<file path="src/design/uf2hv_pkg.sv">
// Package for the UF2 block header validator.
// Holds the transaction structs, configuration codes, status codes and header constants.
// Has no dependencies; every design file uses it by scoped names.
`default_nettype none

package uf2hv_pkg;

  // Fixed words that every valid UF2 block carries.
  localparam logic [31:0] MagicFirst   = 32'h0A32_4655;
  localparam logic [31:0] MagicSecond  = 32'h9E5D_5157;
  localparam logic [31:0] MagicClosing = 32'h0AB1_6F30;

  // Bit positions in the block flags word.
  localparam int unsigned FlagNotMainBit   = 0;
  localparam int unsigned FlagContainerBit = 12;
  localparam int unsigned FlagFamilyBit    = 13;

  // Configuration register values after reset.
  localparam logic [31:0] FamilyCodeReset   = 32'hE48B_FF59;
  localparam logic [31:0] FlashBaseReset    = 32'h1000_0000;
  localparam logic [9:0]  PayloadLimitReset = 10'd476;

  localparam int unsigned CfgIdxWidth  = 2;
  localparam int unsigned CfgDataWidth = 32;

  // Configuration register indexes.
  typedef enum logic [CfgIdxWidth-1:0] {
    CFG_FAMILY_CODE   = 2'd0,
    CFG_FLASH_BASE    = 2'd1,
    CFG_PAYLOAD_LIMIT = 2'd2
  } cfg_idx_e;

  // Result status codes.
  typedef enum logic [3:0] {
    ST_STARTED  = 4'd0,
    ST_SKIPPED  = 4'd1,
    ST_ACCEPTED = 4'd2,
    ST_COMPLETE = 4'd3,
    ST_ZERO     = 4'd4,
    ST_FOREIGN  = 4'd5,
    ST_BIG      = 4'd6,
    ST_BELOW    = 4'd7,
    ST_SHORT    = 4'd8,
    ST_IGNORED  = 4'd9
  } status_e;

  // Input command codes.
  localparam logic CmdStart  = 1'b0;
  localparam logic CmdHeader = 1'b1;

  // Current configuration, handed from the register file to the checker.
  typedef struct packed {
    logic [31:0] family_code;
    logic [31:0] flash_base;
    logic [9:0]  payload_limit;
  } cfg_t;

  // One input transaction: a command and the header words of one block.
  typedef struct packed {
    logic        command;
    logic        short_read;
    logic [31:0] magic_first;
    logic [31:0] magic_second;
    logic [31:0] flag_bits;
    logic [31:0] target_address;
    logic [31:0] payload_bytes;
    logic [31:0] total_blocks;
    logic [31:0] family_word;
    logic [31:0] magic_closing;
  } in_item_t;

  // One result transaction: the status and the tracking state after the step.
  typedef struct packed {
    status_e     status;
    logic [31:0] low_address;
    logic [31:0] high_offset;
    logic [31:0] image_start_block;
    logic [31:0] blocks_checked;
  } out_item_t;

endpackage

`default_nettype wire

</file>
<file path="src/design/uf2_block_header_validator.sv">
// UF2 block header validator, top level.
// Usage:
//   The input channel carries one transaction per command: a start command, which
//   clears the tracking state and arms the checker, or one block header.
//   The output channel returns exactly one result transaction per input
//   transaction, in order: a status code and the tracking values after the step.
//   Configuration (family code, flash base, payload limit) is written through a
//   plain write port while no transaction is in flight.
// Timing:
//   A transaction passes through the input register, then through the checker
//   into the result register.
//   Throughput is one transaction per cycle while the result is not stalled;
//   the checker is one pass of compares, 32-bit adds/subtracts and a min/max update.
// Reset:
//   Reset empties both registers, disarms the checker, clears the tracking
//   values and loads the configuration defaults.
// Stalls:
//   A stalled result holds; the input register still takes one more transaction
//   and then stalls the input side until the result is taken.
// Depends on uf2hv_pkg, uf2hv_cfg_regs, uf2hv_in_stage and uf2hv_check.
`default_nettype none

module uf2_block_header_validator (
  input  wire logic                                clk_i,
  input  wire logic                                rst_ni,
  input  wire logic                                cfg_we_i,
  input  wire logic [uf2hv_pkg::CfgIdxWidth-1:0]   cfg_idx_i,
  input  wire logic [uf2hv_pkg::CfgDataWidth-1:0]  cfg_wdata_i,
  input  wire logic                                in_valid_i,
  input  wire uf2hv_pkg::in_item_t                 in_data_i,
  output logic                                     in_stall_o,
  output logic                                     out_valid_o,
  output uf2hv_pkg::out_item_t                     out_data_o,
  input  wire logic                                out_stall_i
);

  uf2hv_pkg::cfg_t     cfg;
  uf2hv_pkg::in_item_t item;
  logic                item_valid;
  logic                take;

  uf2hv_cfg_regs u_cfg_regs (
    .clk_i       (clk_i),
    .rst_ni      (rst_ni),
    .cfg_we_i    (cfg_we_i),
    .cfg_idx_i   (cfg_idx_i),
    .cfg_wdata_i (cfg_wdata_i),
    .cfg_o       (cfg)
  );

  uf2hv_in_stage u_in_stage (
    .clk_i        (clk_i),
    .rst_ni       (rst_ni),
    .in_valid_i   (in_valid_i),
    .in_data_i    (in_data_i),
    .in_stall_o   (in_stall_o),
    .take_i       (take),
    .item_valid_o (item_valid),
    .item_o       (item)
  );

  uf2hv_check u_check (
    .clk_i        (clk_i),
    .rst_ni       (rst_ni),
    .cfg_i        (cfg),
    .item_valid_i (item_valid),
    .item_i       (item),
    .take_o       (take),
    .out_valid_o  (out_valid_o),
    .out_data_o   (out_data_o),
    .out_stall_i  (out_stall_i)
  );

`ifndef SYNTHESIS
  // The input side stalls only because a result is waiting on a stalled receiver.
  assert property (@(posedge clk_i) disable iff (!rst_ni)
    in_stall_o |-> (out_valid_o && out_stall_i))
    else $error("input stalled without a blocked result");

  // A start result always shows cleared tracking values.
  assert property (@(posedge clk_i) disable iff (!rst_ni)
    (out_valid_o && out_data_o.status == uf2hv_pkg::ST_STARTED) |->
    (out_data_o.low_address == 32'd0 && out_data_o.high_offset == 32'd0 &&
     out_data_o.image_start_block == 32'd0 && out_data_o.blocks_checked == 32'd0))
    else $error("start result with stale tracking values");

  // Blocks are skipped only before any image block was validated.
  assert property (@(posedge clk_i) disable iff (!rst_ni)
    (out_valid_o && out_data_o.status == uf2hv_pkg::ST_SKIPPED) |->
    (out_data_o.blocks_checked == 32'd0))
    else $error("skip reported after image blocks were checked");

  // Completion needs at least one validated block.
  assert property (@(posedge clk_i) disable iff (!rst_ni)
    (out_valid_o && out_data_o.status == uf2hv_pkg::ST_COMPLETE) |->
    (out_data_o.blocks_checked != 32'd0))
    else $error("completion reported with no checked blocks");
`endif

endmodule

`default_nettype wire

</file>
<file path="src/design/uf2hv_cfg_regs.sv">
// Configuration register file of the UF2 block header validator.
// Depends on uf2hv_pkg for the register indexes and the cfg_t struct.
`default_nettype none

module uf2hv_cfg_regs (
  input  wire logic                                clk_i,
  input  wire logic                                rst_ni,
  input  wire logic                                cfg_we_i,
  input  wire logic [uf2hv_pkg::CfgIdxWidth-1:0]   cfg_idx_i,
  input  wire logic [uf2hv_pkg::CfgDataWidth-1:0]  cfg_wdata_i,
  output uf2hv_pkg::cfg_t                          cfg_o
);

  uf2hv_pkg::cfg_t cfg_q;

  // Decode the index and update the addressed register; unknown indexes are dropped.
  always_ff @(posedge clk_i or negedge rst_ni) begin
    if (!rst_ni) begin
      cfg_q.family_code   <= uf2hv_pkg::FamilyCodeReset;
      cfg_q.flash_base    <= uf2hv_pkg::FlashBaseReset;
      cfg_q.payload_limit <= uf2hv_pkg::PayloadLimitReset;
    end else if (cfg_we_i) begin
      unique case (uf2hv_pkg::cfg_idx_e'(cfg_idx_i))
        uf2hv_pkg::CFG_FAMILY_CODE:   cfg_q.family_code   <= cfg_wdata_i;
        uf2hv_pkg::CFG_FLASH_BASE:    cfg_q.flash_base    <= cfg_wdata_i;
        uf2hv_pkg::CFG_PAYLOAD_LIMIT: cfg_q.payload_limit <= cfg_wdata_i[9:0];
        default: ;
      endcase
    end
  end

  assign cfg_o = cfg_q;

endmodule

`default_nettype wire

</file>
<file path="src/design/uf2hv_in_stage.sv">
// Input register of the UF2 block header validator.
// Holds one accepted transaction until the checker takes it; depends on uf2hv_pkg.
`default_nettype none

module uf2hv_in_stage (
  input  wire logic                 clk_i,
  input  wire logic                 rst_ni,
  input  wire logic                 in_valid_i,
  input  wire uf2hv_pkg::in_item_t  in_data_i,
  output logic                      in_stall_o,
  input  wire logic                 take_i,
  output logic                      item_valid_o,
  output uf2hv_pkg::in_item_t       item_o
);

  logic                valid_q;
  uf2hv_pkg::in_item_t data_q;

  // The register stalls only while it is full and the checker cannot take it.
  assign in_stall_o = valid_q && !take_i;

  always_ff @(posedge clk_i or negedge rst_ni) begin
    if (!rst_ni) begin
      valid_q <= 1'b0;
    end else if (!in_stall_o) begin
      valid_q <= in_valid_i;
    end
  end

  // The payload needs no reset; it loads whenever a new transaction comes in.
  always_ff @(posedge clk_i) begin
    if (!in_stall_o && in_valid_i) begin
      data_q <= in_data_i;
    end
  end

  assign item_valid_o = valid_q;
  assign item_o       = data_q;

endmodule

`default_nettype wire

</file>
<file path="src/design/uf2hv_check.sv">
// Header checker and tracking state of the UF2 block header validator.
// Validates one header per cycle unless the result stalls, updates the tracking state and registers the result.
// Depends on uf2hv_pkg.
`default_nettype none

module uf2hv_check (
  input  wire logic                 clk_i,
  input  wire logic                 rst_ni,
  input  wire uf2hv_pkg::cfg_t      cfg_i,
  input  wire logic                 item_valid_i,
  input  wire uf2hv_pkg::in_item_t  item_i,
  output logic                      take_o,
  output logic                      out_valid_o,
  output uf2hv_pkg::out_item_t      out_data_o,
  input  wire logic                 out_stall_i
);

  typedef enum logic [1:0] {
    PH_IDLE = 2'd0,
    PH_RUN  = 2'd1,
    PH_DONE = 2'd2
  } phase_e;

  phase_e      phase_q, phase_d;
  logic [31:0] expected_q, expected_d;
  logic [31:0] checked_q, checked_d;
  logic [31:0] lowest_q, lowest_d;
  logic [31:0] highest_q, highest_d;
  logic [31:0] start_q, start_d;
  uf2hv_pkg::status_e status_d;

  logic                 out_valid_q;
  uf2hv_pkg::out_item_t out_data_q;

  logic        block_match;
  logic        first_block;
  logic [31:0] low_base;
  logic [31:0] end_off;
  logic [31:0] checked_inc;

  // A transaction moves on when the result register is empty or being drained.
  assign take_o = item_valid_i && (!out_valid_q || !out_stall_i);

  // A block belongs to the image when its magic words, flags and family all fit.
  assign block_match = (item_i.magic_first == uf2hv_pkg::MagicFirst)
                    && (item_i.magic_second == uf2hv_pkg::MagicSecond)
                    && item_i.flag_bits[uf2hv_pkg::FlagFamilyBit]
                    && !item_i.flag_bits[uf2hv_pkg::FlagNotMainBit]
                    && !item_i.flag_bits[uf2hv_pkg::FlagContainerBit]
                    && (item_i.family_word == cfg_i.family_code)
                    && (item_i.magic_closing == uf2hv_pkg::MagicClosing);

  assign first_block = (expected_q == 32'd0);
  assign low_base    = first_block ? item_i.target_address : lowest_q;
  assign end_off     = item_i.target_address - cfg_i.flash_base + item_i.payload_bytes;
  assign checked_inc = checked_q + 32'd1;

  // Next tracking state and status for the transaction in the input register.
  always_comb begin
    phase_d    = phase_q;
    expected_d = expected_q;
    checked_d  = checked_q;
    lowest_d   = lowest_q;
    highest_d  = highest_q;
    start_d    = start_q;
    status_d   = uf2hv_pkg::ST_IGNORED;
    if (item_i.command == uf2hv_pkg::CmdStart) begin
      phase_d    = PH_RUN;
      expected_d = 32'd0;
      checked_d  = 32'd0;
      lowest_d   = 32'd0;
      highest_d  = 32'd0;
      start_d    = 32'd0;
      status_d   = uf2hv_pkg::ST_STARTED;
    end else if (phase_q != PH_RUN) begin
      status_d = uf2hv_pkg::ST_IGNORED;
    end else if (item_i.short_read) begin
      phase_d  = PH_IDLE;
      status_d = uf2hv_pkg::ST_SHORT;
    end else if (first_block && !block_match) begin
      // Still searching for the image: count the skipped block.
      start_d  = start_q + 32'd1;
      status_d = uf2hv_pkg::ST_SKIPPED;
    end else if (first_block && (item_i.total_blocks == 32'd0)) begin
      phase_d  = PH_IDLE;
      status_d = uf2hv_pkg::ST_ZERO;
    end else begin
      // The first image block latches the count and start address, even if it fails later.
      expected_d = first_block ? item_i.total_blocks : expected_q;
      lowest_d   = low_base;
      if (!block_match) begin
        phase_d  = PH_IDLE;
        status_d = uf2hv_pkg::ST_FOREIGN;
      end else if (item_i.payload_bytes > {22'd0, cfg_i.payload_limit}) begin
        phase_d  = PH_IDLE;
        status_d = uf2hv_pkg::ST_BIG;
      end else if (item_i.target_address < cfg_i.flash_base) begin
        phase_d  = PH_IDLE;
        status_d = uf2hv_pkg::ST_BELOW;
      end else begin
        if (end_off > highest_q) begin
          highest_d = end_off;
        end
        if (item_i.target_address < low_base) begin
          lowest_d = item_i.target_address;
        end
        checked_d = checked_inc;
        if (checked_inc >= expected_d) begin
          phase_d  = PH_DONE;
          status_d = uf2hv_pkg::ST_COMPLETE;
        end else begin
          status_d = uf2hv_pkg::ST_ACCEPTED;
        end
      end
    end
  end

  // State, tracking values and the result register.
  always_ff @(posedge clk_i or negedge rst_ni) begin
    if (!rst_ni) begin
      phase_q     <= PH_IDLE;
      expected_q  <= 32'd0;
      checked_q   <= 32'd0;
      lowest_q    <= 32'd0;
      highest_q   <= 32'd0;
      start_q     <= 32'd0;
      out_valid_q <= 1'b0;
      out_data_q  <= '0;
    end else if (take_o) begin
      phase_q                      <= phase_d;
      expected_q                   <= expected_d;
      checked_q                    <= checked_d;
      lowest_q                     <= lowest_d;
      highest_q                    <= highest_d;
      start_q                      <= start_d;
      out_valid_q                  <= 1'b1;
      out_data_q.status            <= status_d;
      out_data_q.low_address       <= lowest_d;
      out_data_q.high_offset       <= highest_d;
      out_data_q.image_start_block <= start_d;
      out_data_q.blocks_checked    <= checked_d;
    end else if (!out_stall_i) begin
      out_valid_q <= 1'b0;
    end
  end

  assign out_valid_o = out_valid_q;
  assign out_data_o  = out_data_q;

endmodule

`default_nettype wire
</file>
<file path="config.mk">
export PLATFORM = sky130hd
export DESIGN_NAME = uf2_block_header_validator
export DESIGN_NICKNAME = d
export VERILOG_FILES = /design/src/design/uf2hv_pkg.sv /design/src/design/uf2_block_header_validator.sv /design/src/design/uf2hv_cfg_regs.sv /design/src/design/uf2hv_in_stage.sv /design/src/design/uf2hv_check.sv
export SDC_FILE = /design/constraint.sdc
export NUM_CORES = 1
export LEC_CHECK = 0
export BUFFER_PORTS_ARGS = -buffer_cell sky130_fd_sc_hd__buf_2
export CORE_MARGIN = 1.5
export CORE_UTILIZATION = 40
export DETAILED_ROUTE_END_ITERATION = 6
export PLACE_DENSITY_LB_ADDON = 0.12
export SETUP_SLACK_MARGIN = 0.5
export SLEW_MARGIN = 20
export SYNTH_ARGS = -nofsm -noshare
export SYNTH_HDL_FRONTEND = slang
export SYNTH_SLANG_ARGS = --single-unit
</file>
<file path="constraint.sdc">
create_clock -name clk_i -period 7.9 [get_ports clk_i]
set_input_delay 0.395 -clock clk_i [delete_from_list [all_inputs] [get_ports clk_i]]
set_output_delay 0.395 -clock clk_i [all_outputs]
set_load 0.02 [all_outputs]
</file>
=== Word-level counts from Yosys, hierarchy flattened ===
Cells that the tools add are included.

* Flip-flop bits (word level): 482
* Bits in latches: 0
* Bits in writable memories: 0
* Memory bits (read-only): 0
* Output and inout bits: 134
* Memories kept: 0

* Add/sub/neg operators: 4
* $mul: 0
* Div/mod/pow operators: 0
* Order comparisons: 5
* Equality and inequality tests: 19
* Shift operators: 0
* Mux-type cells: 57
* Bitwise gates (word level): 0
* Reductions and logical operators: 30

{| class="wikitable"
|+ Operators with widths
! cell !! count
|-
| 2-to-1 mux 32 bit || 37
|-
| adder 32 x 1 -> 32 bit, second input constant || 2
|-
| equality test 32 x 28 -> 1 bit, second input constant || 2
|-
| logical NOT 32 bit || 2
|-
| less-than comparator 32 bit || 2
|-
| adder 32 bit || 1
|-
| equality test 32 bit || 1
|-
| equality test 32 bit, second input constant || 1
|-
| greater-or-equal comparator 32 bit || 1
|-
| greater-than comparator 32 x 10 -> 1 bit || 1
|-
| greater-than comparator 32 bit || 1
|-
| 2-to-1 mux 4 bit || 8
|-
| subtractor 32 bit || 1
|-
| 2-to-1 mux 2 bit || 9
|-
| inequality test 2 bit, second input constant || 6
|-
| logical AND 1 bit || 11
|-
| inequality test 2 x 1 -> 1 bit, second input constant || 5
|-
| AND reduction 9 bit || 1
|-
| AND reduction 4 bit || 2
|-
| AND reduction 8 bit || 1
|-
| logical NOT 1 bit || 7
|-
| inequality test 7 bit, second input constant || 1
|-
| AND reduction 2 bit || 3
|-
| AND reduction 5 bit || 1
|-
| 6 further kinds || 8
|}

=== Depth between registers and ports, before layout ===
Gate-level depths: netlist of run 1.

* Word-level depth: 13
* Mapped depth: 27
* Gate-level depth less buffers: 24

=== Hierarchy ===
From an unflattened synthesis of run 1, not the netlist that was laid out.

* Cell total of the unflattened synthesis: 2072
* Area, all modules: 24916.4 µm²

{| class="wikitable"
|+ By module, submodules not included
! module !! instances !! cells each !! area each (µm²) !! sequential area each (µm²)
|-
| uf2hv_check || 1 || 1651 || 14286.2 || 4179.0
|-
| uf2hv_in_stage || 1 || 263 || 7805.0 || 7772.5
|-
| uf2hv_cfg_regs || 1 || 158 || 2825.2 || 1885.6
|}

=== Worst setup path before layout of run 1 ===
No wires, ideal clock.

* Kind: register to register
* From: register u_check.out_valid_q, in the netlist u_check.out_valid_o
* To: register u_in_stage.data_q (netlist bit u_in_stage.item_o[0]) (enable)
* Arrival time: 5828 ps
* Required time: 7282 ps
* Setup slack: 1453 ps
* Stages on the path, launching flop included: 3
* Path buffers: 0
* Path through: dfrtp_1 > nand3_1 > and2_1

* Word-level cells in the longest chain between the ends: 7

{| class="wikitable"
|+ RTL lines
! what !! RTL line !! RTL
|-
| start, declared || uf2hv_check.sv:32 || <nowiki>logic out_valid_q;</nowiki>
|-
| start signal, assigned || uf2hv_check.sv:127 || <nowiki>out_valid_q <= 1'b0;</nowiki>
|-
| start signal, assigned || uf2hv_check.sv:136 || <nowiki>out_valid_q <= 1'b1;</nowiki>
|-
| start signal, assigned || uf2hv_check.sv:143 || <nowiki>out_valid_q <= 1'b0;</nowiki>
|-
| logical NOT 1 bit || uf2hv_check.sv:42 || <nowiki>assign take_o = item_valid_i && (!out_valid_q || !out_stall_i);</nowiki>
|-
| logical OR 1 bit || uf2hv_check.sv:42 ||
|-
| logical AND 1 bit || uf2hv_check.sv:42 ||
|-
| logical NOT 1 bit || uf2hv_in_stage.sv:20 || <nowiki>assign in_stall_o = valid_q && !take_i;</nowiki>
|-
| logical AND 1 bit || uf2hv_in_stage.sv:20 ||
|-
| logical NOT 1 bit || n/a ||
|-
| logical AND 1 bit || uf2hv_in_stage.sv:32 || <nowiki>if (!in_stall_o && in_valid_i) begin</nowiki>
|-
| end signal, assigned || uf2hv_in_stage.sv:33 || <nowiki>data_q <= in_data_i;</nowiki>
|-
| end, declared || uf2hv_in_stage.sv:17 || <nowiki>uf2hv_pkg::in_item_t data_q;</nowiki>
|}

Every way passes these cells.
A chain may end at the register's enable or synchronous reset.

=== Worst setup path after layout of run 1 ===
* From: register u_in_stage.data_q (netlist bit u_in_stage.item_o[137])
* To: register u_check.highest_q[30]

* Word-level cells in the longest chain between the ends: 11

{| class="wikitable"
|+ RTL lines
! what !! RTL line !! RTL
|-
| parallel branches: the longest is 11 deep, another holds subtractor 32 bit || n/a ||
|-
| end signal, assigned || uf2hv_check.sv:134 || <nowiki>highest_q <= highest_d;</nowiki>
|-
| end, declared || uf2hv_check.sv:28 || <nowiki>logic [31:0] highest_q, highest_d;</nowiki>
|}

Parallel ways; which one is timed is not known. The select of a mux whose other input is x is not followed.

==> flow_metrics.py, run 1 <==
metrics = {
    "clock_network": {
        "cts_buffers": 54,
        "clkSlewWorstSetupHoldPaths_ns": 0.06,
        "htree_levels": 2,
        "cts_tree": "yes",
        "clk_latency_ns": 0.63,
        "root_buffer": "clkbuf_16",
        "numClockSinks": 471,
        "clock_path_buffers": 3,
    },
    "synth": {
        "synth_edf_count": 229,
        "syn_nets": 2646,
        "yosys_most_used_dff": "edfxtp_1",
        "syn_area_per_cell_um2": 11.4,
        "synth_area_um2": 24500,
        "yosysSeqAreaShare_pct": 53.0,
        "syn_inst": 2148,
        "ys_warn_count": 0,
        "synth-seq-cells": 471,
        "yosysUniqueCellTypes": 68,
        "synthArstFlopShare_pct": 51.4,
    },
    "cells_and_area": {
        "postLayoutCellArea_um2": 31700,
        "fin_nets": 3301,
        "syn_to_final_growth_pct": 29.7,
        "multi_input_area_um2": 10500,
        "regArea_um2": 13000,
        "drive_gt1_share_pct": 22.2,
        "final_cell_mix": "buf_2, dlygate4sd3_1, edfxtp_1",
        "layout_commonest_cell": "buf_2",
        "fill_cells": 5281,
    },
    "drt": {
        "drt-initial-drc-count": 1117,
        "wl_per_cell_um": 20.1,
        "routed-wl-met3_um": 3300,
        "top_layer_used": "met5",
        "post-route-drc-count": 0,
        "wl_um": 73200,
        "drtPass1Iterations": 5,
        "antenna_left": 0,
        "m1WireLength_um": 31500,
        "via_count": 18900,
        "dr_wl_met2_um": 35900,
        "viasPerCell": 5.19,
    },
    "critical_path": {
        "crit_required_ns": 8.43,
        "arrival_ns": 6.98,
        "cp-end-kind": "flip-flop",
        "crit_fanout": 30,
        "crit_type": "reg2reg",
        "r2r_start": "u_in_stage.item_o[137]",
        "cp-startpoint": "u_in_stage.item_o[137]",
        "r2r_end": "u_check.highest_q[30]",
        "rr_worst_depth": 20,
        "regToRegSetupSlack_ns": 1.45,
        "timing.critical_path.from_type": "flip-flop",
        "endpoint": "u_check.highest_q[30]",
    },
    "power": {
        "ir_drop_uv": 208,
        "power_density_nw_per_um2": 247,
        "p_leak_nw": 14.4,
    },
    "run": {
        "cap_violations": 0,
    },
    "placement": {
        "place_area_um2": 27400,
        "port_buffers": 401,
        "dp_hpwl_um": 53600,
        "place.gp.congestion": 0.905,
    },
    "floorplanning": {
        "dieArea_um2": 62700,
        "die_x_um": 250,
        "io_pins": 431,
        "initial_core_util_pct": 40.5,
        "coreArea_um2": 60500,
        "die_h_um": 250,
        "row_count": 90,
    },
    "global_route": {
        "grt_use_total_pct": 23.1,
        "overflow": 0,
        "antenna_found_initial": 12,
        "grt_max_degree": 151,
        "first_global_vias": 19600,
        "grt_pass1_wl_um": 112000,
    },
    "hold_path": {
        "holdCritPathClass": "in2reg",
    },
    "timing": {
        "setup_viol": 0,
        "rsz0062_at_grt": "no",
        "min_period_over_period_pct": 81.7,
        "finalHoldViolCount": 0,
        "setup-tns-final_ns": 0,
        "hold_slack_ns": 0.0312,
        "drv_slew": 0,
        "post-route-min-period_ns": 6.45,
        "tightest_slew_ns": 1.05,
        "clock.fmax_ghz": 0.155,
        "finalClockSkew_ns": 0.0466,
        "max-slew-margin-rel_pct": 30.1,
    },
    "outcome": {
        "run_status": "completed",
    },
}
## cell type report
cell class,instances,area share [%]
clock buffer,58,4.34
timing repair buffer,662,14.5
tap,782,3.08
sequential,471,40.8
inverter,223,2.64
clock inverter,43,1.63
multi-input combinational,1391,33.0
antenna,7,0.0552
## power breakdown
part	switching (mW)	internal [mW]	total [mW]
combinational	1.23	0.926	2.16
clock	1.09	1.57	2.65
sequential	0.199	2.84	3.04
total	2.52	5.33	7.85
## synth_stat cells, types with 9 or more instances
| library cell | number | area, um2 |
|---|---|---|
| edfxtp_1 | 229 | 6880 |
| inv_1 | 222 | 833 |
| dfrtp_1 | 215 | 5380 |
| ha_1 | 170 | 2130 |
| nand2_1 | 163 | 612 |
| a21oi_1 | 124 | 621 |
| o21ai_0 | 105 | 526 |
| nor2_1 | 100 | 375 |
| xnor2_1 | 77 | 674 |
| mux2_2 | 74 | 833 |
| nand4_1 | 68 | 425 |
| a22o_1 | 63 | 552 |
| clkbuf_1 | 45 | 169 |
| xor2_1 | 44 | 385 |
| nand3_1 | 43 | 215 |
| a21o_1 | 41 | 308 |
| nor4_1 | 39 | 244 |
| fa_1 | 31 | 621 |
| dfstp_2 | 27 | 709 |
| nor3_1 | 23 | 115 |
| nor4bb_1 | 21 | 210 |
| o31ai_1 | 19 | 143 |
| and3_1 | 17 | 106 |
| nor4b_1 | 12 | 105 |
| and4_1 | 10 | 87.6 |
| nand2b_1 | 10 | 62.6 |
| nor2b_1 | 10 | 62.6 |
| o21a_1 | 10 | 75.1 |
| a211oi_1 | 9 | 67.6 |
| o211ai_1 | 9 | 67.6 |
| o21ai_1 | 9 | 45.0 |
## how the worst min path moves through the flow
stage | start | endpoint | depth (start not counted)
2_1_floorplan | rst_ni | u_cfg_regs.cfg_o[0] | 0
3_3_place_gp | u_check.out_data_o[129] | u_check.out_data_o[129] | 1
3_5_place_dp | u_check.out_data_o[129] | u_check.out_data_o[129] | 1
4_1_cts | in_data_i[90] | u_in_stage.item_o[90] | 1
5_1_grt | cfg_wdata_i[26] | u_cfg_regs.cfg_o[36] | 2
6_report | cfg_wdata_i[22] | u_cfg_regs.cfg_o[32] | 2
## state kept, by name, summed over array words and instances (netlist names)
register / flops
u_cfg_regs.cfg_o: 74
u_check.expected_q: 32
u_check.highest_q: 32
u_check.lowest_q: 32
u_check.out_data_o: 36
u_check.out_valid_o: 1
u_check.phase_q: 2
u_check.start_q: 32
u_in_stage.item_o: 229
u_in_stage.item_valid_o: 1
## layer usage
metal / up-vias / global-route usage [%]
li1: 9122 / -
met2: 495 / 39.8
met3: 131 / 3.80
met1: 9142 / 29.3
met4: 4 / 8.38
met5: - / 0
## stage by stage
step                cells  setup WS, ns  util, %  power (mW)
finish               3637          1.45     52.5        7.85
CTS                  3628          1.41     52.4        7.92
global placement     3288          1.62     45.3        5.08
detailed placement   3288          1.46     45.3        5.14
global route         3637          1.10     52.5        8.31
floorplan            2148          1.45        -        4.45
## logic make-up (layout without fill, tap and decap cells)
| family | Yosys count | count (layout) | synth area share (%) |
|---|---|---|---|
| simple gates | 561 | 561 | 12.2 |
| flops | 471 | 471 | 53.0 |
| other cells | 0 | 7 | 0 |
| xor+xnor | 121 | 121 | 4.33 |
| mux | 75 | 75 | 3.45 |
| buf+inv | 286 | 986 | 4.54 |
| fa+ha+maj | 201 | 201 | 11.2 |
| compound gates | 433 | 433 | 11.3 |
## repair_timing
item,4_1_cts,5_1_grt
hold endpoints to repair,337,2
gates resized for setup,0,0
hold buffers,239,2
buffers inserted,0,0
## critical path, stage by stage (launching register included)
cell	delay, ns
edfxtp_1	0.44
inv_1	0.10
fa_1	0.51
inv_1	0.06
ha_1	0.39
a21o_1	0.24
or3b_2	0.44
o21a_1	0.22
o2111ai_1	0.29
nand3_1	0.20
a221oi_1	0.38
xnor2_1	0.23
ha_1	0.34
nand4_1	0.11
or3_1	0.41
nor3_1	0.40
a21oi_1	0.12
or3b_1	0.67
buf_4	0.36
nor2_8	0.26
a22o_1	0.18
No activity file was read; power rests on OpenSTA's default activity.
==> run 2: changes to the inputs <==
clock period = 6.5 ns   (was 7.9 ns; I/O delays follow)
==> run 2 against run 1 <==
Net effect: core utilization grew 0.42 points; non-clock buffer count grew 18; die area is the same; via count is essentially flat; sequential share of layout area shrank 0.32 points; count of clock-buffer cells in the layout grew 5; clock skew shrank 0.012 ns; power grew 22%; critical path depth grew 1.
==> flow_metrics.py, run 2 (synthesized netlist as in run 1, its figures left out) <==
metrics = {
    "power": {
        "p_leak_nw": 14.5,
        "ir_drop_uv": 227,
        "power_density_nw_per_um2": 299,
    },
    "global_route": {
        "overflow": 0,
        "grt_max_degree": 153,
        "first_global_vias": 19700,
        "grt_pass1_wl_um": 113000,
        "grt_use_total_pct": 23.4,
        "antenna_found_initial": 14,
    },
    "clock_network": {
        "cts_tree": "yes",
        "clkSlewWorstSetupHoldPaths_ns": 0.06,
        "cts_setup_buffers": 0,
        "htree_levels": 2,
        "cts_buffers": 55,
        "numClockSinks": 471,
        "clk_latency_ns": 0.62,
        "root_buffer": "clkbuf_16",
        "clock_path_buffers": 3,
    },
    "drt": {
        "via_count": 18900,
        "drt-initial-drc-count": 1070,
        "wl_per_cell_um": 20.1,
        "viasPerCell": 5.16,
        "antenna_left": 0,
        "wl_um": 73700,
        "post-route-drc-count": 0,
        "drtPass1Iterations": 5,
    },
    "placement": {
        "place_inst": 3288,
        "dp_hpwl_um": 54000,
        "place_area_um2": 27400,
        "port_buffers": 401,
        "place.gp.congestion": 0.891,
    },
    "critical_path": {
        "crit_fanout": 51,
        "rr_worst_depth": 21,
        "timing.critical_path.from_type": "flip-flop",
        "crit_required_ns": 7.03,
        "r2r_end": "u_check.highest_q[26]",
        "cp-end-kind": "flip-flop",
        "regToRegSetupSlack_ns": 0.84,
        "r2r_start": "u_in_stage.item_o[140]",
        "crit_type": "reg2reg",
        "arrival_ns": 6.20,
    },
    "hold_path": {
        "hold_end": "u_cfg_regs.cfg_o[35]",
        "worstHoldStart": "cfg_wdata_i[25]",
        "min_path_cells": 2,
        "holdCritPathClass": "in2reg",
    },
    "cells_and_area": {
        "postLayoutCellArea_um2": 32000,
        "utilization_pct": 52.9,
        "regArea_um2": 13000,
        "multi_input_area_um2": 10500,
        "layout.cells.non_filler": 3661,
        "layout_commonest_cell": "buf_2",
        "syn_to_final_growth_pct": 30.7,
        "fill_cells": 5284,
        "fin_nets": 3321,
        "drive_gt1_share_pct": 22.1,
        "largest_reg_flops": 229,
        "final_cell_mix": "buf_2, dlygate4sd3_1, edfxtp_1",
    },
    "floorplanning": {
        "dieArea_um2": 62700,
        "io_pins": 431,
        "initial_core_util_pct": 40.5,
        "row_count": 90,
        "die_h_um": 250,
        "die_x_um": 250,
        "coreArea_um2": 60500,
    },
    "timing": {
        "clock.fmax_ghz": 0.177,
        "finalClockSkew_ns": 0.0344,
        "max-slew-margin-rel_pct": 36.0,
        "min_period_over_period_pct": 87.1,
        "post-route-min-period_ns": 5.66,
        "setup_viol": 0,
        "finalHoldViolCount": 0,
        "rsz0062_at_grt": "no",
        "tightest_slew_ns": 0.959,
        "drv_slew": 0,
        "setup-tns-final_ns": 0,
    },
    "outcome": {
        "run_status": "completed",
    },
    "run": {
        "cap_violations": 0,
    },
}
run 2: how the worst max path moves through the flow:
stage                            endpoint  slack [ns]  cells after the start              startpoint
finish              u_check.highest_q[26]        0.84                     21  u_in_stage.item_o[140]
global route        u_check.highest_q[14]        0.49                     23  u_in_stage.item_o[140]
CTS                 u_check.highest_q[24]        0.57                     21  u_in_stage.item_o[132]
detailed placement  u_check.highest_q[24]        0.60                     20  u_in_stage.item_o[137]
global placement    u_check.highest_q[31]        0.72                     20  u_in_stage.item_o[137]
floorplan            u_check.highest_q[0]        1.36                     24    u_cfg_regs.cfg_o[19]
run 2: stage by stage:
stage	hold WS (ns)	total power, mW	setup slack, ns
floorplan	0.0294	5.40	1.36
global placement	0.464	6.18	0.722
detailed placement	0.466	6.24	0.603
CTS	0.00182	9.62	0.575
global route	0.0139	10.1	0.487
finish	0.0477	9.57	0.836
run 2: routing by layer:
metal / up-vias / track usage (%) / wire length [um]
met3: 124 / 4.14 / 3810
met5: - / 0 / 17
li1: 9158 / - / -
met1: 9114 / 29.5 / 31400
met4: 4 / 8.00 / 2260
met2: 509 / 40.3 / 36200
run 2: worst max-delay path: stages (launching register included):
cell      delay (ns)
edfxtp_1        0.40
inv_1           0.10
fa_1            0.48
inv_1           0.05
ha_1            0.37
a21oi_1         0.22
o21ai_0         0.13
o21ai_0         0.29
a41oi_2         0.23
a31oi_1         0.41
a21oi_1         0.14
a21o_1          0.23
xor2_2          0.18
ha_1            0.34
nand4_1         0.13
or3_1           0.41
nor3_1          0.29
a21oi_1         0.10
or3b_1          0.39
buf_6           0.24
nor2_4          0.25
a22o_1          0.17
run 2: cell type report:
class	instances	share of cell area [%]
Multi-Input combinational cell	1392	32.8
Antenna cell	11	0.0860
Clock inverter	39	1.47
Inverter	223	2.62
Tap cell	782	3.06
Timing Repair Buffer	680	15.0
Clock buffer	63	4.39
Sequential cell	471	40.5
run 2: report_power, final:
part	internal, mW	switching, mW	leakage [nW]
Clock	1.92	1.31	0.908
Sequential	3.45	0.238	5.34
Combinational	1.14	1.51	8.21
run 2: timing repair:
action / in CTS / in global routing
gates resized for setup: 0 / 7
hold buffers: 258 / 0
endpoints found under the setup margin: 0 / 32
hold endpoints to repair: 392 / 0
==> run 3: changes to the inputs <==
==> constraint.sdc (replaced) <==
create_clock -name clk_i -period 6.5 [get_ports clk_i]
set_input_delay 0.65 -clock clk_i [delete_from_list [all_inputs] [get_ports clk_i]]
set_output_delay 0.65 -clock clk_i [all_outputs]
set_load 0.02 [all_outputs]
==> run 3 against run 2 <==
Net effect: non-clock buffer count shrank 256; critical path depth down 1; power fell by 2.8%; critical endpoint is now u_check.highest_q[27]; critical path type unchanged; final cell count shrank 7.0%; maximum frequency is 0.27% higher; highest routed layer unchanged; final area fell by 8.4%; register-to-register slack better by 0.02 ns.
==> flow_metrics.py, run 3 (synthesized netlist as in run 1, its figures left out) <==
metrics = {
    "critical_path": {
        "crit_required_ns": 7.04,
        "cp.depth": 20,
        "crit_chain": "inv_1 -> fa_1 -> inv_1 -> ha_1 -> a21o_1 -> or3b_2 -> o21a_1 -> o2111ai_2 -> nand3_2 -> a221oi_2 -> xnor2_1 -> ha_1 -> nand4_1 -> or3_1 -> nor3_1 -> a21oi_1 -> or3b_1 -> buf_6 -> nor2_4 -> a22o_1",
        "crit_type": "reg2reg",
        "timing.critical_path.from_type": "flip-flop",
        "endpoint": "u_check.highest_q[27]",
        "crit_fanout": 51,
        "regToRegSetupSlack_ns": 0.85,
        "cp-end-kind": "flip-flop",
        "max_stage_delay_ns": 0.52,
        "critPathTopFamily": "simple AND/OR/NAND/NOR gates",
        "r2r_end": "u_check.highest_q[27]",
        "crit_slowest_cell": "fa_1",
        "r2r_start": "u_in_stage.item_o[137]",
        "crit_buf_inv": 3,
        "rr_worst_depth": 20,
        "arrival_ns": 6.19,
        "cp-startpoint": "u_in_stage.item_o[137]",
    },
    "drt": {
        "wl_um": 70600,
        "via_count": 18100,
        "post-route-drc-count": 0,
        "drtPass1Iterations": 5,
        "viasPerCell": 5.31,
        "drt-initial-drc-count": 1114,
        "antenna_left": 0,
        "wl_per_cell_um": 20.7,
    },
    "global_route": {
        "grt_max_degree": 103,
        "antenna_found_initial": 19,
        "first_global_vias": 18200,
        "overflow": 0,
        "grt_use_total_pct": 22.3,
        "grt_pass1_wl_um": 107000,
    },
    "timing": {
        "rsz0062_at_grt": "no",
        "setup-tns-final_ns": 0,
        "finalHoldViolCount": 0,
        "min_period_over_period_pct": 86.9,
        "layout_setup_ws_ns": 0.851,
        "post-route-min-period_ns": 5.65,
        "tightest_slew_ns": 1.07,
        "finalClockSkew_ns": 0.0377,
        "max-slew-margin-rel_pct": 28.2,
        "drv_slew": 0,
        "setup_viol": 0,
        "clock.fmax_ghz": 0.177,
    },
    "run": {
        "cap_violations": 0,
    },
    "clock_network": {
        "numClockSinks": 471,
        "clkSlewWorstSetupHoldPaths_ns": 0.06,
        "clock_path_buffers": 3,
        "cts_buffers": 54,
        "htree_levels": 2,
        "root_buffer": "clkbuf_16",
        "cts_tree": "yes",
        "clk_latency_ns": 0.63,
        "cts_hold_buf": 0,
    },
    "power": {
        "power_density_nw_per_um2": 317,
        "p_leak_nw": 13.3,
        "ir_drop_uv": 235,
    },
    "floorplanning": {
        "io_pins": 431,
        "row_count": 90,
        "die_h_um": 250,
        "dieArea_um2": 62700,
        "coreArea_um2": 60500,
        "initial_core_util_pct": 40.5,
        "die_x_um": 250,
    },
    "cells_and_area": {
        "largest_reg_flops": 229,
        "syn_to_final_growth_pct": 19.7,
        "fin_nets": 3064,
        "drive_gt1_share_pct": 24.3,
        "fill_cells": 5497,
        "postLayoutCellArea_um2": 29300,
        "layout_commonest_cell": "buf_2",
        "final_cell_mix": "buf_2, edfxtp_1, inv_1",
    },
    "placement": {
        "place.gp.congestion": 0.914,
        "dp_hpwl_um": 54200,
        "place_area_um2": 27400,
        "pre_cts_ws_ns": 0.662,
        "port_buffers": 401,
    },
    "outcome": {
        "run_status": "completed",
    },
    "hold_path": {
        "holdCritPathClass": "in2async",
    },
}
-- run 3: changes by cell type in the layout (fill, tap and decap cells not counted), sizes merged, moves of 2 or more --
cell / previous run / this run
dlygate4sd3: 258 / 0
clkbuf: 63 / 70
bufinv: 9 / 4
clkinv: 25 / 22
buf: 422 / 424
-- run 3: area by class of cell --
class	instances	area (um2)	share of cell area [%]
multi-input combinational	1392	10500	35.8
clock buffer	70	1480	5.06
tap	782	978	3.34
antenna	11	27.5	0.0939
sequential	471	13000	44.3
inverter	223	837	2.86
clock inverter	31	317	1.08
timing repair buffer	424	2190	7.49
-- run 3: per-layer routing --
metal | vias up | part of all wire, % | track usage, %
met4 | 16 | 2.2 | 5.80
met3 | 102 | 5.8 | 4.81
met5 | - | 0.12 | 0
li1 | 8649 | - | -
met1 | 8874 | 43 | 28.7
met2 | 449 | 49 | 38.0
-- run 3: how the worst min path moves through the flow --
stage	depth (start not counted)	startpoint	endpoint
floorplan	0	rst_ni	u_cfg_regs.cfg_o[0]
global placement	1	u_check.out_data_o[129]	u_check.out_data_o[129]
detailed placement	1	u_check.out_data_o[129]	u_check.out_data_o[129]
CTS	1	rst_ni	u_check.lowest_q[29]
global route	1	in_data_i[8]	u_in_stage.item_o[8]
finish	1	rst_ni	u_check.highest_q[24]
-- run 3: report_power, final --
part	leakage [nW]	switching, mW	internal [mW]	total [mW]
logic	7.12	1.49	1.04	2.54
clock network	0.879	1.29	1.78	3.07
registers	5.34	0.237	3.45	3.69
-- run 3: what timing repair did --
action / CTS / global route
resized for setup: 0 / 6
endpoints found under the setup margin: 0 / 32
setup buffers: 0 / 0
-- run 3: per-stage QoR --
step	instances	hold slack [ns]	power [mW]	utilization [%]
5_1_grt	3399	0.154	9.86	48.4
4_1_cts	3392	0.126	9.37	48.3
3_5_place_dp	3291	0.465	6.26	45.4
6_report	3404	0.116	9.30	48.5
2_1_floorplan	2148	0.354	5.40	-
3_3_place_gp	3291	0.463	6.19	45.4
